### config.mk
export PLATFORM = sky130hd
export DESIGN_NAME = phe_div
export DESIGN_NICKNAME = d
export VERILOG_FILES = /design/src/phe_pkg.sv /design/src/phe_div.sv
export SDC_FILE = /design/constraint.sdc
export NUM_CORES = 1
export LEC_CHECK = 0
export BUFFER_PORTS_ARGS = -buffer_cell sky130_fd_sc_hd__buf_2
export CAP_MARGIN = 30
export CORE_MARGIN = 2
export CORE_UTILIZATION = 50
export DETAILED_ROUTE_END_ITERATION = 8
export PLACE_DENSITY = 0.79
export SYNTH_ARGS = -nofsm -noshare
export SYNTH_HDL_FRONTEND = slang
export SYNTH_SLANG_ARGS = --single-unit
### constraint.sdc
create_clock -name clk -period 3.9 [get_ports clk]
set_clock_uncertainty 0.1 [all_clocks]
set_input_delay 0.585 -clock clk [delete_from_list [all_inputs] [get_ports clk]]
set_output_delay 0.585 -clock clk [all_outputs]
set_load 0.005 [all_outputs]
### src/phe_pkg.sv
`default_nettype none
package phe_pkg;

	localparam int TABLE_DEPTH_DEF = 256;

	localparam int PIX_W     = 8;
	localparam int COL_W     = 24;
	localparam int IDX_W     = 8;
	localparam int LANE_W    = 16;
	localparam int ERR_W     = 18;
	localparam int LEN_W     = 9;
	localparam int EXP_W     = 2;
	localparam int CH_W      = 2;
	localparam int NUM_W     = ERR_W + LEN_W;
	localparam int LANES     = 3;
	localparam int CFG_IDX_W = 3;
	localparam int CFG_W     = 18;

	localparam logic [ERR_W-1:0] MIN_ERROR_RST     = 18'd0;
	localparam logic [ERR_W-1:0] MAX_ERROR_RST     = 18'd195075;
	localparam logic [EXP_W-1:0] EXPONENT_RST      = 2'd1;
	localparam logic             USE_MASK_RST      = 1'b0;
	localparam logic [CH_W-1:0]  CHANNELS_USED_RST = 2'd3;
	localparam logic [LEN_W-1:0] BAR_LENGTH_RST    = 9'd256;

	localparam logic [EXP_W-1:0] EXP_SQUARE   = 2'd2;
	localparam logic             ACT_WRITE    = 1'b1;
	localparam logic [PIX_W-1:0] ALPHA_OPAQUE = 8'd255;

	typedef enum logic [CFG_IDX_W-1:0] {
		REG_MIN_ERROR,
		REG_MAX_ERROR,
		REG_EXPONENT,
		REG_USE_MASK,
		REG_CHANNELS_USED,
		REG_BAR_LENGTH
	} cfg_reg_t;

	typedef struct packed {
		logic             action;
		logic [PIX_W-1:0] first_red;
		logic [PIX_W-1:0] first_green;
		logic [PIX_W-1:0] first_blue;
		logic [PIX_W-1:0] second_red;
		logic [PIX_W-1:0] second_green;
		logic [PIX_W-1:0] second_blue;
		logic [PIX_W-1:0] mask_value;
		logic [IDX_W-1:0] entry_index;
		logic [COL_W-1:0] entry_colour;
	} req_t;

	typedef struct packed {
		logic [PIX_W-1:0] out_red;
		logic [PIX_W-1:0] out_green;
		logic [PIX_W-1:0] out_blue;
		logic [PIX_W-1:0] out_alpha;
		logic             bad_setting;
	} rsp_t;

	typedef struct packed {
		logic             wr;
		logic             masked;
		logic [IDX_W-1:0] entry_index;
		logic [COL_W-1:0] entry_colour;
	} ctrl_t;

endpackage
`default_nettype wire

### src/phe_div.sv
`default_nettype none
module phe_div #(
	parameter int SHIFT = 0
) (
	input  wire logic                       clk,
	input  wire logic                       en,
	input  wire logic [phe_pkg::ERR_W-1:0]  divisor,
	input  wire logic [phe_pkg::NUM_W-1:0]  rem_i,
	input  wire logic [phe_pkg::LEN_W-1:0]  quo_i,
	output logic      [phe_pkg::NUM_W-1:0]  rem_o,
	output logic      [phe_pkg::LEN_W-1:0]  quo_o
);
	import phe_pkg::*;

	logic [NUM_W-1:0] dsh;
	logic             ge;

	assign dsh = NUM_W'(divisor) << SHIFT;
	assign ge  = rem_i >= dsh;

	always_ff @(posedge clk) begin
		if (en) begin
			rem_o <= ge ? rem_i - dsh : rem_i;
			quo_o <= {quo_i[LEN_W-2:0], ge};
		end
	end

endmodule
`default_nettype wire

==> metrics.cfg <==
[run_status]
status=finished clean

[yosys]
seq_area_frac_synth=0.442
async_reset_ff_frac=0
synth_top_family_by_area=compound AO/OA/AOI/OAI gates
post_synth.cell_area_avg_um2=9.99
synth_xor_area_frac=0.0787
synth_cells=245
synth_seq_cells=36
mappedNetlistArea_um2=2450
synth-compound-area-share=0.158
synth.area.mux_share=0.0230
yosys_warnings=0
syn_nets=320
synthFlopType=edfxtp_1
yosys.area_share.simple=0.153
synth_fa_ha_area_frac=0.100
yosys.cell_types.count=45
synth_edf_count=36

[floorplan]
dieHeight_um=74.0
die_w_um=74.0
start_util=0.518
die_area_um2=5470
core_area_um2=4720
ios=92
row_count=25

[place]
port_buffers=90
post-place-ws_ns=0.506
dpl_cell_area_um2=2970
dp_hpwl_um=4090
gp_congestion=0.878

[global_route]
grt_pass1_vias=1935
grt_busiest_layer=met2
antenna_found_initial=0
grt_pass1_wl_um=8550
gr-usage-met3=0.0447
grt_usage=0.204
met2_usage=0.339
grt_max_degree=37
use_met1=0.264
grt_overflow_total=0

[critical_path]
crit_type=input pin to flop
crit_slowest_cell=a2111o_1
slowest_delay_ns=0.45
crit_buf_inv=3
cp-end-kind=flop
path_cells=buf_2, inv_1, ha_1, inv_1, fa_1, a21o_1, a221oi_2, o211ai_2, a2111o_1, nand2_2, nand4b_1, xnor2_1
start_kind=input pin
cp.arrival_ns=3.06
crit_family=compound AO/OA/AOI/OAI gates
path_max_fanout=5
crit_top_cell=inv_1
worstPathRequired_ns=3.86

[final_layout]
drive_above_1_share=0.333
design_area_um2=3080
num_antenna_cells=0
syn_to_final_growth_pct=25.7
layout.nets=413
layout_commonest_cell=buf_2
fillCellCount=416
mostFrequentLayoutCells=buf_2, edfxtp_1, a21oi_1

[clock_network]
cts.clk_slew.worst_paths_ns=0.09
cts.sinks=36
cts-root-buf=clkbuf_8
post-cts-setup-buffers=0
cts_hold_buffers=0
cts_tree=built
cts_htree_levels=2
clock_path_buffers=2
cts_resized=0
cts-buffers-inserted=5

[route]
ant_nets=0
wl_per_cell_um=13.5
drtIter0Drc=64
vias=2096
firstDrtPassIters=5
via_per_inst=5.16
drcViolationCount=0
wirelength_um=5480

[sta]
layout_setup_ws_ns=0.794
fmax_mhz=322
timing.hold.ws_ns=0.369
setup_viol=0
finalSetupTns_ns=0
slew_viol_final=0
period_minus_slack_ns=3.11
finalHoldViolCount=0
grt_setup_unrepaired=no
fin_crit_sh=0.796
worst_pin_slew_ns=0.808
slew_headroom=0.462

[power_and_ir_drop]
leakage_nw=1.41
p_per_area_nw_per_um2=364
vdd_ir_drop_max_v=0.000158

[hold_path]
hold_class=input pin to flop

[job]
max_cap_viol_count=0

## Yosys cell counts, drive strengths merged, types with 2 or more instances
| library cell | number | area (um2) |
|---|---|---|
| a21oi | 29 | 145 |
| mux2 | 5 | 56.3 |
| nor3 | 2 | 10.0 |
| inv | 23 | 86.3 |
| nand2b | 3 | 18.8 |
| o21ai | 8 | 40.0 |
| a21o | 6 | 47.6 |
| nor3b | 3 | 22.5 |
| nor2 | 26 | 97.6 |
| nor4 | 3 | 25.0 |
| nand4b | 2 | 17.5 |
| ha | 18 | 225 |
| o211ai | 2 | 20.0 |
| xnor2 | 14 | 123 |
| edfxtp | 36 | 1080 |
| a2111oi | 2 | 36.3 |
| a21boi | 2 | 15.0 |
| xor2 | 8 | 70.1 |
| and2 | 3 | 21.3 |
| nand4 | 5 | 31.3 |
| nand2 | 21 | 83.8 |
| buf | 3 | 16.3 |
| clkbuf | 2 | 7.51 |
| nand3 | 7 | 35.0 |
## metal layers
layer	part of all wire	wire [um]	vias to the layer above
met5	0	0	-
met4	0.013	69	0
met3	0.067	367	5
met2	0.49	2670	69
met1	0.43	2370	953
li1	-	-	1069
## path summary, 6_finish.rpt
check,start,endpoint,depth (start not counted)
setup / recovery,rem_i[0],rem_o[26],12
hold / removal,quo_i[3],quo_o[4],1
## logic make-up after synthesis
kind of cell             count (synthesis)
AND/OR/NAND/NOR                         77
AO/OA/AOI/OAI                           58
flip-flops                              36
buffers and inverters                   28
XOR/XNOR                                22
adder cells (fa/ha/maj)                 19
multiplexers                             5
## where the power goes
part,switching [W],internal (W)
clock network,0.000144,0.000189
registers,0.00000931,0.000487
logic,0.000153,0.000138
## registers in the layout, indices dropped and copies added, names as in the netlist
name,count
quo_o,9
rem_o,27
## through the flow
step | std cells | utilization | total power [W]
2_1_floorplan | 245 | - | 0.000681
3_3_place_gp | 398 | 0.628 | 0.000789
3_5_place_dp | 398 | 0.628 | 0.000795
4_1_cts | 406 | 0.651 | 0.00113
5_1_grt | 406 | 0.651 | 0.00118
6_report | 406 | 0.651 | 0.00112
## cell type report
| type | count | area, um2 | share of cell area |
|---|---|---|---|
| clock buffers | 5 | 68.8 | 0.0224 |
| clock inverters | 3 | 42.5 | 0.0138 |
| inverters | 23 | 86.3 | 0.0281 |
| multi-input cells | 181 | 1260 | 0.408 |
| flip-flops and latches | 36 | 1080 | 0.351 |
| well taps | 67 | 83.8 | 0.0272 |
| repair buffers | 91 | 458 | 0.149 |
No activity file was read; power rests on OpenSTA's default activity.
