$ cat src/phe_pkg.sv
`default_nettype none
package phe_pkg;

	localparam int TABLE_DEPTH_DEF = 256;

	localparam int PIX_W     = 8;
	localparam int COL_W     = 24;
	localparam int IDX_W     = 8;
	localparam int LANE_W    = 16;
	localparam int ERR_W     = 18;
	localparam int LEN_W     = 9;
	localparam int EXP_W     = 2;
	localparam int CH_W      = 2;
	localparam int NUM_W     = ERR_W + LEN_W;
	localparam int LANES     = 3;
	localparam int CFG_IDX_W = 3;
	localparam int CFG_W     = 18;

	localparam logic [ERR_W-1:0] MIN_ERROR_RST     = 18'd0;
	localparam logic [ERR_W-1:0] MAX_ERROR_RST     = 18'd195075;
	localparam logic [EXP_W-1:0] EXPONENT_RST      = 2'd1;
	localparam logic             USE_MASK_RST      = 1'b0;
	localparam logic [CH_W-1:0]  CHANNELS_USED_RST = 2'd3;
	localparam logic [LEN_W-1:0] BAR_LENGTH_RST    = 9'd256;

	localparam logic [EXP_W-1:0] EXP_SQUARE   = 2'd2;
	localparam logic             ACT_WRITE    = 1'b1;
	localparam logic [PIX_W-1:0] ALPHA_OPAQUE = 8'd255;

	typedef enum logic [CFG_IDX_W-1:0] {
		REG_MIN_ERROR,
		REG_MAX_ERROR,
		REG_EXPONENT,
		REG_USE_MASK,
		REG_CHANNELS_USED,
		REG_BAR_LENGTH
	} cfg_reg_t;

	typedef struct packed {
		logic             action;
		logic [PIX_W-1:0] first_red;
		logic [PIX_W-1:0] first_green;
		logic [PIX_W-1:0] first_blue;
		logic [PIX_W-1:0] second_red;
		logic [PIX_W-1:0] second_green;
		logic [PIX_W-1:0] second_blue;
		logic [PIX_W-1:0] mask_value;
		logic [IDX_W-1:0] entry_index;
		logic [COL_W-1:0] entry_colour;
	} req_t;

	typedef struct packed {
		logic [PIX_W-1:0] out_red;
		logic [PIX_W-1:0] out_green;
		logic [PIX_W-1:0] out_blue;
		logic [PIX_W-1:0] out_alpha;
		logic             bad_setting;
	} rsp_t;

	typedef struct packed {
		logic             wr;
		logic             masked;
		logic [IDX_W-1:0] entry_index;
		logic [COL_W-1:0] entry_colour;
	} ctrl_t;

endpackage
`default_nettype wire

$ cat src/phe_lane.sv
`default_nettype none
module phe_lane (
	input  wire logic                        clk,
	input  wire logic                        en,
	input  wire logic                        active,
	input  wire logic                        square,
	input  wire logic [phe_pkg::PIX_W-1:0]   a,
	input  wire logic [phe_pkg::PIX_W-1:0]   b,
	output logic      [phe_pkg::LANE_W-1:0]  err_s1
);
	import phe_pkg::*;

	logic [PIX_W-1:0]  diff;
	logic [LANE_W-1:0] sq;

	assign diff = (a > b) ? a - b : b - a;
	assign sq   = LANE_W'(diff) * LANE_W'(diff);

	always_ff @(posedge clk) begin
		if (en) begin
			if (!active) begin
				err_s1 <= '0;
			end else if (square) begin
				err_s1 <= sq;
			end else begin
				err_s1 <= LANE_W'(diff);
			end
		end
	end

endmodule
`default_nettype wire

$ cat config.mk
export PLATFORM = sky130hd
export DESIGN_NAME = phe_lane
export DESIGN_NICKNAME = d
export VERILOG_FILES = /design/src/phe_pkg.sv /design/src/phe_lane.sv
export SDC_FILE = /design/constraint.sdc
export NUM_CORES = 1
export LEC_CHECK = 0
export ABC_AREA = 1
export BUFFER_PORTS_ARGS = -buffer_cell sky130_fd_sc_hd__buf_2
export CELL_PAD_IN_SITES_DETAIL_PLACEMENT = 0
export CELL_PAD_IN_SITES_GLOBAL_PLACEMENT = 1
export CORE_ASPECT_RATIO = 1.75
export CORE_UTILIZATION = 45
export DETAILED_ROUTE_END_ITERATION = 12
export GPL_TIMING_DRIVEN = 0
export PLACE_DENSITY_LB_ADDON = 0.1
export SYNTH_ARGS = -nofsm -noshare
export SYNTH_HDL_FRONTEND = slang
export SYNTH_SLANG_ARGS = --single-unit
$ cat constraint.sdc
create_clock -name clk -period 7.36 [get_ports clk]
set_input_delay 0.368 -clock clk [delete_from_list [all_inputs] [get_ports clk]]
set_output_delay 0.368 -clock clk [all_outputs]
set_load 0.03 [all_outputs]
==> results.md, run 1 <==
- Status: completed
- Top flop regs: err_s1 (16)
- Most used cell, CP: inv_1
- Most frequent cell after synthesis: inv_1
- Yosys cell types: 38
- CTS tree: yes
- Starting DRC count in detailed routing: 89
- WP data arrival: about 5.8 ns
- Achievable Freq: 171 MHz
- Hpwl dp: 6130 µm
- CP Max Fanout: 8
- Final WL: roughly 6900 µm
- Via-to-Cell Ratio: 5.07
- Fin crit share: 79.3%
- Async SR Flop Fraction: 0%
- Seq cells post-synth: 16
- Num rows: 40
- Vias in the first global route: ~2600
- Setup CP Type: primary input to register
- Die X: 65.5 µm
- Clk slew on worst S/H paths: approximately 0.04 ns
- Slowest stage delay, CP: about 0.52 ns
- CTS H-Tree Depth: 1
- Final hold violations: 0
- Rel. slew slack: a little under three quarters
- Seq/Total Area, Yosys: 15.1%
- Gr ovfl total: 0
- Die ar.: between 0.007 and 0.008 mm²
- Total CTS buffers: 3
- I/O Pins: 36
- Cells after Synth: roughly 410
- Setup Fix Bufs, Post-CTS: 0
- Initial core utilization: between 40% and 50%
- Design Area, Final: about 0.0035 mm²
- EDFF count, synth: 16
- Average wire per standard cell: approximately 13 µm
- RSZ-0062 raised after global routing: false
- Slowest library cell on the worst path: fa_1
- Clk sinks: 16
- Max FFs per register: 16
- Max-Cap Viols: 0
- Initial antenna violation count: 0
- Root Buffer: clkbuf_16
- FF+latch area: 480 µm²
- Cell taking the most area after synthesis: ha_1
- Top post-synthesis cells by area: ha_1 18%, fa_1 16%, edfxtp_1 15%
- GP Congestion: approximately 0.85
- Height of the die: between 100 and 150 µm
- Worst Setup Start Kind: primary input
- Post-cts sizing count: 0
- Synthesized Nets: 500
- Worst-margin pin slew: between 0.4 and 0.5 ns
- Setup_tns: 0 ns
- Inserted Diodes: 0
- Hold Buf Count CTS: 0
- Family with the most delay on the worst path: adder cells
- Post-synthesis cell area: 0.00318 mm²
- Main synth FF type: edfxtp_1
- Fillers: between 600 and 700
- Hold Path Class: primary input to register
- Post-synth top cells: 90 x inv_1, 75 x nand2_1, 46 x ha_1
- Via Count: about 2700
- Largest net degree at the start of global routing: 17
- Total GRT Usage: between 20% and 30%
- Worst Setup End Kind: register
- Yosys Warn Count: 0
- Required @ worst endpoint: roughly 7.4 ns
- Finish-stage setup viols: 0
- Min cycle time layout: 5.84 ns
- Final Max Slew Viols: 0
- DRC violations left: 0
- Synth top area share: between 15 and 20%
- Mean Syn Cell Area: approximately 8 µm²
- First-pass GRT wire length: about 12000 µm
- DRT Pass-1 Iters: 4
- IO Port Bufs: 35
- Nets: 540
- Final ANT Viol Nets: 0
- Area growth syn-to-layout: 11.2%
- Clock buffer depth: 2
- Crit path buf inv count: 7
- Post-DP Area: 0.00346 mm²
- Core box area: between 0.006 and 0.007 mm²
- Area of the multi-input gates: between 0.002 and 0.0025 mm²
- Share of layout cells above drive strength 1: approximately 18%
- Biggest register: err_s1
## metrics by stage
stage / worst slack (ns) / util [%] / hold slack, ns / std cells
floorplan: 2.10 / - / 0.480 / 409
detailed placement: 1.30 / 50.4 / 0.731 / 528
global placement: 1.35 / 50.4 / 0.680 / 528
global route: 1.23 / 51.5 / 0.500 / 531
finish: 1.52 / 51.5 / 0.472 / 531
CTS: 1.56 / 51.5 / 0.480 / 531
## cells in the final DEF, fill, tap and decap left out, types with 16 or more instances in the layout
cell type / n
a21oi_1: 25
buf_2: 36
edfxtp_1: 16
fa_1: 25
ha_1: 46
inv_1: 90
nand2_1: 75
nand3_1: 17
nor2_1: 25
## path summary, 6_finish.rpt
path,startpoint,to,slack [ns],depth (start not counted)
worst max-delay path,a[0],err_s1[14]$_SDFFCE_PN0P_,1.52,29
worst min-delay path,active,err_s1[0]$_SDFFCE_PN0P_,0.47,3
## per-layer routing
layer	share of wire, %	wire length (µm)	vias to the layer above	track usage (%)
met3	2.1	146	21	1.21
met1	34	2370	1256	18.8
met5	0	0	-	0
li1	-	-	1358	-
met2	59	4130	58	42.1
met4	4.4	303	0	10.0
## kinds of logic (layout without fill, tap and decap cells)
| logic type | after synthesis | count (layout) | share of synthesized area (%) |
|---|---|---|---|
| AND/OR/NAND/NOR | 151 | 151 | 24.0 |
| adder cells (fa/ha/maj) | 71 | 71 | 33.9 |
| flip-flops | 16 | 16 | 15.1 |
| XOR/XNOR | 17 | 17 | 4.68 |
| buffers and inverters | 102 | 140 | 12.8 |
| AO/OA/AOI/OAI | 52 | 52 | 9.49 |
## final cells by class
| cell class | count | share of cell area (%) |
|---|---|---|
| multi-input cells | 291 | 64.8 |
| plain buffers | 6 | 1.20 |
| inverters | 96 | 10.3 |
| clock buffers | 3 | 2.12 |
| flip-flops and latches | 16 | 13.6 |
| well taps | 84 | 2.97 |
| repair buffers | 35 | 4.96 |
Power of run 1 is left out: the tool's default activity adds up to more than one toggle a clock period on the data nets, which glitch-free logic cannot reach.
==> run 2: changes to the inputs <==
clock period = 5.85 ns   (was 7.36 ns; I/O delays follow)
==> run 2 against run 1 <==
Compared with the run above:
- design area increased by 0.42%
- worst hold slack got worse by 0.077 ns
- cell count unchanged
- non-clock buffer count unchanged
- via count unchanged
- critical path depth decreased by 1
==> results.md, run 2 (synthesis gave the netlist of run 1 again) <==
- Top flop regs: err_s1 (16)
- Layout Cells excl Fill: 531 (unchanged)
- Via-to-Cell Ratio: 5.07 (unchanged)
- Inserted Diodes: 0 (unchanged)
- Hold Buf Count CTS: 0 (unchanged)
- CTS H-Tree Depth: 1 (unchanged)
- First-pass GRT wire length: 11600 µm (unchanged)
- Die ar.: 0.00742 mm² (unchanged)
- Vias in the first global route: 2638 (unchanged)
- Worst Setup End Kind: register
- Hold path endpoint: err_s1[0]$_SDFFCE_PN0P_
- RSZ-0062 raised after global routing: false
- Fin crit share: 95.7%
- Clk slew on worst S/H paths: 0.04 ns (about the same)
- Starting DRC count in detailed routing: 131 (+47%)
- Post-cts sizing count: 0 (unchanged)
- Min cycle time layout: approximately 5.6 ns
- Initial core utilization: 46.4% (unchanged)
- Final WL: 6990 µm (+0.56%)
- Max FFs per register: 16 (unchanged)
- Clk sinks: 16 (unchanged)
- Final Max Slew Viols: 0 (unchanged)
- Hpwl dp: 6130 µm (unchanged)
- Final ANT Viol Nets: 0 (unchanged)
- Placed Cells: 528 (unchanged)
- Total GRT Usage: 20.4% (unchanged)
- Setup Fix Bufs, Post-CTS: 0 (unchanged)
- Share of layout cells above drive strength 1: 18.3% (+0.67 points)
- Hold Path Class: primary input to register
- Root Buffer: clkbuf_16
- Max-Cap Viols: 0 (unchanged)
- Most frequent cells in the layout: 90 x inv_1, 75 x nand2_1, 46 x ha_1
- Die X: 65.5 µm (unchanged)
- Clock buffer depth: 2 (unchanged)
- Final hold violations: 0 (unchanged)
- Worst Setup Start Kind: primary input
- Core box area: 0.00686 mm² (unchanged)
- Gr ovfl total: 0 (unchanged)
- Average wire per standard cell: 13.2 µm (+0.56%)
- Required @ worst endpoint: 5.85 ns (-1.50 ns)
- CP Max Fanout: 8 (unchanged)
- Largest net degree at the start of global routing: 17 (unchanged)
- Biggest register: err_s1
- Initial antenna violation count: 0 (unchanged)
- Area growth syn-to-layout: 11.7%
- CTS tree: yes
- Nets: 540 (unchanged)
- DRT Pass-1 Iters: 4 (unchanged)
- WP data arrival: 5.59 ns (-0.23 ns)
- Commonest non-fill, non-tap cell in the layout: inv_1
- Finish-stage setup viols: 0 (unchanged)
- Setup CP Type: primary input to register
- Worst-margin pin slew: 0.336 ns (-0.0899 ns)
- DRC violations left: 0 (unchanged)
- Num rows: 40 (unchanged)
- Via Count: 2693 (unchanged)
- Final hold slack: 0.396 ns (-0.0765 ns)
- Hold_sp: active
- Status: completed
- I/O Pins: 36 (unchanged)
- Achievable Freq: around 180 MHz
- Rel. slew slack: 77.6% (+6.0 points)
- Total CTS buffers: 3 (unchanged)
- IO Port Bufs: 35 (unchanged)
- GP Congestion: 0.851 (unchanged)
- Height of the die: 113 µm (unchanged)
- Hold Crit Depth: 3 (unchanged)
## run 2: cell count changes in the layout (fill, tap and decap cells not counted)
cell / previous run / this run
a21oi_1: 25 / 23
nor2_1: 25 / 24
nand2_2: 12 / 11
a21oi_2: 1 / 3
nand2_4: 4 / 5
nor2_2: 2 / 3
## run 2: worst max-delay path by stage
stage | startpoint | slack [ns] | cells after the start | end
detailed placement | a[0] | -0.13 | 29 | err_s1[14]$_SDFFCE_PN0P_
global placement | a[0] | -0.08 | 29 | err_s1[12]$_SDFFCE_PN0P_
CTS | a[0] | 0.12 | 29 | err_s1[14]$_SDFFCE_PN0P_
global route | a[0] | 0.01 | 28 | err_s1[15]$_SDFFCE_PN0P_
floorplan | a[0] | 0.66 | 27 | err_s1[15]$_SDFFCE_PN0P_
finish | a[0] | 0.25 | 28 | err_s1[15]$_SDFFCE_PN0P_
## run 2: critical path, cell delays in order
cell and delay, ns:
buf_2 0.11, inv_1 0.05, ha_1 0.13, inv_1 0.06, fa_1 0.43, nand3_1 0.11, nand3_1 0.13, nand2_2 0.13
nand2_2 0.11, nand2_8 0.12, nand2_1 0.12, nand2_2 0.21, nor2_1 0.12, fa_1 0.50, inv_1 0.06, fa_1 0.52
fa_1 0.52, fa_1 0.54, inv_1 0.04, ha_1 0.36, a21o_1 0.18, a21oi_1 0.07, nand2_1 0.12, nand2_1 0.08
o21ai_0 0.25, nand3_1 0.11, nand2_1 0.07, nor2_1 0.04
## run 2: cell type report
| class | instances | area (µm²) |
|---|---|---|
| timing repair buffer | 35 | 175 |
| sequential | 16 | 480 |
| multi-input combinational | 291 | 2300 |
| buffer | 6 | 42.5 |
| fill | 699 | 3310 |
| clock buffer | 3 | 75.1 |
| inverter | 96 | 365 |
| tap | 84 | 105 |
## run 2: per-layer routing
metal | GRT usage, % | part of all wire, %
met1 | 18.8 | 34
met2 | 42.1 | 60
met3 | 1.21 | 1.8
met4 | 10.0 | 4.4
met5 | 0 | 0
## run 2: stage by stage
step           instance area [µm²]  util [%]  setup slack, ns  setup TNS, ns
5_1_grt                       3550      51.8           0.0116              0
4_1_cts                       3530      51.5            0.121              0
2_1_floorplan                 3180         -            0.664              0
3_3_place_gp                  3460      50.4          -0.0849         -0.163
6_report                      3550      51.8            0.254              0
3_5_place_dp                  3460      50.4           -0.130         -0.287
Power of run 2 is left out for the same reason.
