File: src/phe_pkg.sv
`default_nettype none
package phe_pkg;

	localparam int TABLE_DEPTH_DEF = 256;

	localparam int PIX_W     = 8;
	localparam int COL_W     = 24;
	localparam int IDX_W     = 8;
	localparam int LANE_W    = 16;
	localparam int ERR_W     = 18;
	localparam int LEN_W     = 9;
	localparam int EXP_W     = 2;
	localparam int CH_W      = 2;
	localparam int NUM_W     = ERR_W + LEN_W;
	localparam int LANES     = 3;
	localparam int CFG_IDX_W = 3;
	localparam int CFG_W     = 18;

	localparam logic [ERR_W-1:0] MIN_ERROR_RST     = 18'd0;
	localparam logic [ERR_W-1:0] MAX_ERROR_RST     = 18'd195075;
	localparam logic [EXP_W-1:0] EXPONENT_RST      = 2'd1;
	localparam logic             USE_MASK_RST      = 1'b0;
	localparam logic [CH_W-1:0]  CHANNELS_USED_RST = 2'd3;
	localparam logic [LEN_W-1:0] BAR_LENGTH_RST    = 9'd256;

	localparam logic [EXP_W-1:0] EXP_SQUARE   = 2'd2;
	localparam logic             ACT_WRITE    = 1'b1;
	localparam logic [PIX_W-1:0] ALPHA_OPAQUE = 8'd255;

	typedef enum logic [CFG_IDX_W-1:0] {
		REG_MIN_ERROR,
		REG_MAX_ERROR,
		REG_EXPONENT,
		REG_USE_MASK,
		REG_CHANNELS_USED,
		REG_BAR_LENGTH
	} cfg_reg_t;

	typedef struct packed {
		logic             action;
		logic [PIX_W-1:0] first_red;
		logic [PIX_W-1:0] first_green;
		logic [PIX_W-1:0] first_blue;
		logic [PIX_W-1:0] second_red;
		logic [PIX_W-1:0] second_green;
		logic [PIX_W-1:0] second_blue;
		logic [PIX_W-1:0] mask_value;
		logic [IDX_W-1:0] entry_index;
		logic [COL_W-1:0] entry_colour;
	} req_t;

	typedef struct packed {
		logic [PIX_W-1:0] out_red;
		logic [PIX_W-1:0] out_green;
		logic [PIX_W-1:0] out_blue;
		logic [PIX_W-1:0] out_alpha;
		logic             bad_setting;
	} rsp_t;

	typedef struct packed {
		logic             wr;
		logic             masked;
		logic [IDX_W-1:0] entry_index;
		logic [COL_W-1:0] entry_colour;
	} ctrl_t;

endpackage
`default_nettype wire

File: src/phe_merge.sv
`default_nettype none
module phe_merge (
	input  wire logic                                   clk,
	input  wire logic                                   en_sum,
	input  wire logic                                   en_mul,
	input  wire logic [phe_pkg::LANES-1:0][phe_pkg::LANE_W-1:0] err_s1,
	input  wire logic [phe_pkg::ERR_W-1:0]              min_error,
	input  wire logic [phe_pkg::ERR_W-1:0]              max_error,
	input  wire logic [phe_pkg::LEN_W-1:0]              len,
	output logic      [phe_pkg::NUM_W-1:0]              num_s3
);
	import phe_pkg::*;

	logic [ERR_W-1:0] sum;
	logic [ERR_W-1:0] clamped;
	logic [ERR_W-1:0] span_s2;

	always_comb begin
		sum = '0;
		for (int i = 0; i < LANES; i++) begin
			sum = sum + ERR_W'(err_s1[i]);
		end
		clamped = sum;
		if (clamped < min_error) begin
			clamped = min_error;
		end
		if (clamped > max_error) begin
			clamped = max_error;
		end
	end

	always_ff @(posedge clk) begin
		if (en_sum) begin
			span_s2 <= clamped - min_error;
		end
		if (en_mul) begin
			num_s3 <= NUM_W'(len) * NUM_W'(span_s2);
		end
	end

endmodule
`default_nettype wire

File: config.mk
export PLATFORM = sky130hd
export DESIGN_NAME = phe_merge
export DESIGN_NICKNAME = d
export VERILOG_FILES = /design/src/phe_pkg.sv /design/src/phe_merge.sv
export SDC_FILE = /design/constraint.sdc
export NUM_CORES = 1
export LEC_CHECK = 0
export ABC_CLOCK_PERIOD_IN_PS = 11400
export BUFFER_PORTS_ARGS = -buffer_cell sky130_fd_sc_hd__buf_4
export CORE_ASPECT_RATIO = 1.25
export CORE_MARGIN = 3
export CORE_UTILIZATION = 31
export DETAILED_ROUTE_END_ITERATION = 16
export PLACE_DENSITY = 0.44
export SLEW_MARGIN = 30
export SYNTH_ARGS = -nofsm -noshare
export SYNTH_HDL_FRONTEND = slang
export SYNTH_SLANG_ARGS = --single-unit
File: constraint.sdc
create_clock -name clk -period 11.4 [get_ports clk]
set_input_delay 0 -clock clk [delete_from_list [all_inputs] [get_ports clk]]
set_output_delay 0 -clock clk [all_outputs]
set_load 0.02 [all_outputs]
==> impl_metrics.yaml, run 1 <==
final_layout:
  drive_above_1_share_pct: 15.47
  layout.nets: 1452
  num_antenna_cells: 0
  syn2layout_area_growth_pct: 15.59
  fin_area_mm2: 0.01078
global_route:
  grtUsageMet2_pct: 29.51
  grtUsageMet1_pct: 17.69
  grt_use_met3_pct: 2.064
  grt-ovfl-total: 0
  grt_pass1_vias: 7679
  antenna_found_initial: 0
  grt.busiest_layer: "met2"
  grt_max_degree: 28
  grt_usage_pct: 15.13
  grt_first_pass_wirelength_um: 38980
floorplanning:
  row_count: 70
  core_mm2: 0.02943
  die_w_um: 161.1
  initial_core_util_pct: 31.68
  io_pins: 123
  die_h_um: 199.9
  fp.dieArea_mm2: 0.03221
placed_design:
  io_buffer_count: 122
  hpwl_um: 19420
  placed_cell_area_mm2: 0.01063
  gp_congestion: 0.7935
sta:
  finalCritPeriodShare_pct: 72.50
  slew_headroom_pct: 56.46
  finClkSkew_ns: 0.008912
  max_freq_mhz: 121.0
  setup_viol_count_final: 0
  drv_slew: 0
  period_needed_ns: 8.265
  rsz0062_at_grt: "false"
  fin_tns_setup_ns: 0
  worstMarginPinSlew_ns: 0.6473
  timing_hold_violations_final: 0
synth:
  synth-edff-count: 45
  synth.most_common_cell: "inv_1"
  yosys.area.top_type: "fa_1"
  syn_nets: 1351
  synth.area.top_cells: "fa_1 28%, ha_1 15%, edfxtp_1 14%, inv_1 6.8%, and2_1 5.2%"
  ys_seq_area_share_pct: 14.49
  ys_top_cells_by_count: "170 x inv_1, 131 x fa_1, 117 x nand2_1"
  yosys_warnings: 0
  yosys.area.top_type_share_pct: 28.13
  ys_ff_latch: 45
  avgSynthCellArea_um2: 9.232
  yosys_most_used_dff: "edfxtp_1"
  syn_inst: 1010
  ys_types: 57
  syn_area_mm2: 0.009324
  synthArstFlopShare_pct: 0
worst_setup_path:
  cp_top_family: "compound AO/OA/AOI/OAI gates"
  endpoint_kind: "flip-flop"
  slowest_delay_ns: 0.42
  crit_path_max_fanout: 24
  rrSetupSlack_ns: 5.85
  worstPathArrival_ns: 8.31
  slowest_stage: "a21boi_0"
  worst-setup-path-type: "in2reg"
  startpoint_type: "input pin"
  critical_path_buf_inv_count: 7
  worstPathRequired_ns: 11.45
outcome:
  outcome: "finished clean"
route:
  drt-initial-drc-count: 186
  dr.pass1.iters: 4
  drc: 0
  ant_nets: 0
  vias: 6985
  vias_per_cell: 4.632
  routedWlPerCell_um: 15.37
  drt_wl_total_um: 23180
clock_tree:
  htree_num_levels: 2
  cts_buffer_depth: 2
  ctsResizeCount: 0
  cts_buffers: 5
  post_cts_buffers: 0
  clkSlewWorstSetupHoldPaths_ns: 0.07
  cts_tree: "yes"
  cts-root-buf: "clkbuf_16"
  clock_latency_ns: 0.31
  clkSinkCount: 45
  cts_hold_buf: 0
run:
  maxCapViolations: 0
hold_path:
  hold_class: "in2reg"
-- through the flow --
stage | hold slack, ns | setup WS, ns | instances | util, %
final | 0.07659 | 3.135 | 1508 | 36.62
after CTS | 0.07532 | 2.968 | 1508 | 36.62
after global placement | 0.3925 | 2.732 | 1500 | 36.13
after floorplan | 0.1125 | 3.465 | 1010 | -
after detailed placement | 0.3932 | 2.651 | 1500 | 36.13
after global routing | 0.08161 | 2.357 | 1508 | 36.62
-- per-layer routing --
metal  wire length, um  part of all wire (%)
met5                 0                     0
met1              9850                    42
met2             12210                    53
met4               275                   1.2
met3               850                   3.7
-- layout by cell type (no fill, tap or decap), drive strengths merged, types with 2 or more instances in the layout --
| cell | n |
|---|---|
| nor2 | 51 |
| clkbuf | 5 |
| nor3 | 11 |
| nand4 | 5 |
| or2 | 2 |
| mux2 | 26 |
| and3 | 7 |
| o41ai | 2 |
| nor4 | 2 |
| a2111oi | 3 |
| o21bai | 4 |
| or3 | 3 |
| a21o | 18 |
| a31o | 3 |
| fa | 131 |
| o21ai | 35 |
| a211oi | 7 |
| nor2b | 10 |
| xnor2 | 33 |
| ha | 114 |
| o31ai | 3 |
| a21oi | 42 |
| inv | 171 |
| and2 | 78 |
| o2111a | 2 |
| nand2b | 5 |
| a21boi | 4 |
| a31oi | 4 |
| o21a | 11 |
| nand3 | 6 |
| o31a | 2 |
| buf | 124 |
| nand2 | 117 |
| edfxtp | 45 |
| o211a | 2 |
| and4 | 3 |
| xor2 | 12 |
-- worst reg2reg max path: stages, from the launching register on --
cell and delay, ns:
edfxtp_1 0.60, nand2_1 0.14, fa_1 0.56, inv_1 0.06
fa_1 0.50, inv_1 0.05, fa_1 0.57, inv_1 0.06
fa_1 0.43, ha_1 0.38, a21oi_1 0.09, o21ai_0 0.47
nor2_1 0.08, a21oi_1 0.40, nor4_2 0.09, nor4_1 0.38
a2111oi_2 0.12, a21oi_1 0.22, xnor2_1 0.09
-- registers in the layout (all words and copies together) (netlist names) --
signal / count
num_s3: 27
span_s2: 18
-- worst paths after layout --
kind / cells after the start / from / end
worst max-delay path: 40 / err_s1[17] / span_s2[11]
worst min-delay path: 1 / en_sum / span_s2[2]
worst max register to register: 18 / span_s2[11] / num_s3[26]
worst min register to register: 1 / span_s2[0] / num_s3[0]
-- cell families after synthesis --
family          Yosys count  share of synthesized area [%]
simple gates            302                          15.73
fa+ha+maj               245                          43.42
buf+inv                 200                          8.159
compound gates          146                          10.56
xor+xnor                 45                          4.227
flops                    45                          14.49
mux                      27                          3.409
-- final cells by class --
cell class / instances / area (um2)
clock inverters: 3 / 21.27
clock buffers: 5 / 125.1
inverters: 170 / 638.1
well taps: 396 / 495.5
flip-flops and latches: 45 / 1351
repair buffers: 124 / 930.9
fillers: 3159 / 18650
multi-input cells: 765 / 7216
Power of run 1 is not shown: default switching activity piles up to over one toggle a cycle in this logic, so the estimate is an artifact.
==> run 2, diff against run 1 <==
--- a/config.mk
+++ b/config.mk
@@ -5,7 +5,7 @@
 export SDC_FILE = /design/constraint.sdc
 export NUM_CORES = 1
 export LEC_CHECK = 0
-export ABC_CLOCK_PERIOD_IN_PS = 11400
+export ABC_CLOCK_PERIOD_IN_PS = 8100
 export BUFFER_PORTS_ARGS = -buffer_cell sky130_fd_sc_hd__buf_4
 export CORE_ASPECT_RATIO = 1.25
 export CORE_MARGIN = 3
==> constraint.sdc (replaced) <==
create_clock -name clk -period 8.1 [get_ports clk]
set_input_delay 0 -clock clk [delete_from_list [all_inputs] [get_ports clk]]
set_output_delay 0 -clock clk [all_outputs]
set_load 0.02 [all_outputs]
==> run 2 against run 1 <==
Compared with the run above: sequential share of layout area shrank 0.31 points; clock skew is 0.0014 ns lower; clock-buffer cell count stayed put; global-route usage increased by 0.15 points; setup slack got worse by 2.6 ns; die area is the same; via count grew 1.6%; non-clock buffer count increased by 29; hold slack improved by 0.00074 ns; wire length increased by 1.1%; first-iteration DRC count decreased by 11%; final area is 2.6% higher.
==> impl_metrics.yaml, run 2 (synthesis gave the netlist of run 1 again) <==
placed_design:
  hpwl_um: 19490
  io_buffer_count: 122
  gp_congestion: 0.8007
worst_setup_path:
  rrSetupSlack_ns: 2.47
  startpoint_type: "input pin"
  reg2reg_from: "span_s2[3]"
  crit_path_max_fanout: 6
  worstPathRequired_ns: 8.15
  timing.rr.end: "num_s3[25]"
  cp_common_cell: "ha_1"
  worstPathArrival_ns: 7.63
  slowest_stage: "fa_1"
  crit_start: "err_s1[17]"
  worst-setup-path-type: "in2reg"
  critical_path_buf_inv_count: 5
  slowest_delay_ns: 0.41
  cp_top_family: "compound AO/OA/AOI/OAI gates"
  rr_worst_depth: 17
  endpoint_kind: "flip-flop"
hold_path:
  hold_start: "en_sum"
  hold_depth: 1
  hold_class: "in2reg"
  min_delay_worst_endpoint: "span_s2[2]"
route:
  drt-initial-drc-count: 165
  vias_per_cell: 4.615
  routedWlPerCell_um: 15.26
  dr.pass1.iters: 4
  drt_wl_total_um: 23450
  drc: 0
  ant_nets: 0
  vias: 7094
clock_tree:
  cts_buffer_depth: 2
  clkSinkCount: 45
  cts-root-buf: "clkbuf_16"
  cts_tree: "yes"
  clock_latency_ns: 0.31
  cts_hold_buf: 0
  clkSlewWorstSetupHoldPaths_ns: 0.07
  cts_buffers: 5
  htree_num_levels: 2
final_layout:
  final_common_cell: "inv_1"
  final_cell_mix: "170 x inv_1, 150 x buf_4, 130 x fa_1"
  layout.nets: 1481
  syn2layout_area_growth_pct: 18.55
  regMostFlops: "num_s3"
  drive_above_1_share_pct: 18.49
  largestRegisters: "num_s3 x27, span_s2 x18"
  num_antenna_cells: 0
  largest_reg_flops: 27
floorplanning:
  initial_core_util_pct: 31.68
  fp.dieArea_mm2: 0.03221
  io_pins: 123
  die_h_um: 199.9
  row_count: 70
  die_w_um: 161.1
  core_mm2: 0.02943
global_route:
  antenna_found_initial: 0
  grt_first_pass_wirelength_um: 39440
  grt_usage_pct: 15.28
  grt_pass1_vias: 7829
  grt-ovfl-total: 0
  grt_max_degree: 28
sta:
  max_freq_mhz: 131.9
  period_needed_ns: 7.582
  worstMarginPinSlew_ns: 0.6963
  slew_headroom_pct: 53.16
  drv_slew: 0
  finClkSkew_ns: 0.007554
  timing_hold_violations_final: 0
  fin_tns_setup_ns: 0
  setup_viol_count_final: 0
  finalCritPeriodShare_pct: 93.61
run:
  maxCapViolations: 0
outcome:
  outcome: "finished clean"
==> run 2: cell types whose count changed in the layout (fill, tap and decap cells not counted), sizes merged <==
| cell | delta |
|---|---|
| buf | +29 |
==> run 2: worst max-delay path by stage <==
stage	end	slack, ns	cells past startpoint
after global placement	span_s2[11]	-0.09	39
after floorplan	span_s2[11]	0.17	39
after global routing	span_s2[11]	-0.0007	39
final	span_s2[11]	0.52	39
after CTS	span_s2[11]	0.12	39
after detailed placement	span_s2[11]	-0.21	39
==> run 2: metal layers <==
layer  vias to the layer above  track usage [%]  share of wire [%]  routed length (um)
met1                      3415            18.27                 42                9897
li1                       3529                -                  -                   -
met4                         0            4.144                1.7                 406
met3                        18            2.229                4.2                 993
met2                       132            28.70                 52               12150
met5                         -                0                  0                   0
==> run 2: cell type report <==
cell class              count  area [um2]
repair buffers            153        1154
inverters                 170       638.1
fillers                  3094       18380
clock buffers               5       125.1
multi-input cells         765        7268
clock inverters             3       21.27
well taps                 396       495.5
flip-flops and latches     45        1351
==> run 2: metrics by stage <==
| step | hold WS (ns) | instances | setup WS, ns | utilization [%] | instance area [um2] |
|---|---|---|---|---|---|
| floorplan | 0.1125 | 1010 | 0.1652 | - | 9324 |
| global placement | 0.3935 | 1526 | -0.09449 | 36.79 | 10830 |
| detailed placement | 0.3926 | 1526 | -0.2149 | 36.79 | 10830 |
| CTS | 0.07262 | 1534 | 0.1209 | 37.29 | 10970 |
| global route | 0.08711 | 1537 | -0.0006954 | 37.56 | 11050 |
| finish | 0.07734 | 1537 | 0.5178 | 37.56 | 11050 |
==> run 2: what timing repair did <==
action,CTS,global route
setup buffers,0,2
hold endpoints to repair,0,0
gates resized for setup,0,17
setup endpoints to repair,0,10
Power of run 2 is left out for the same reason.
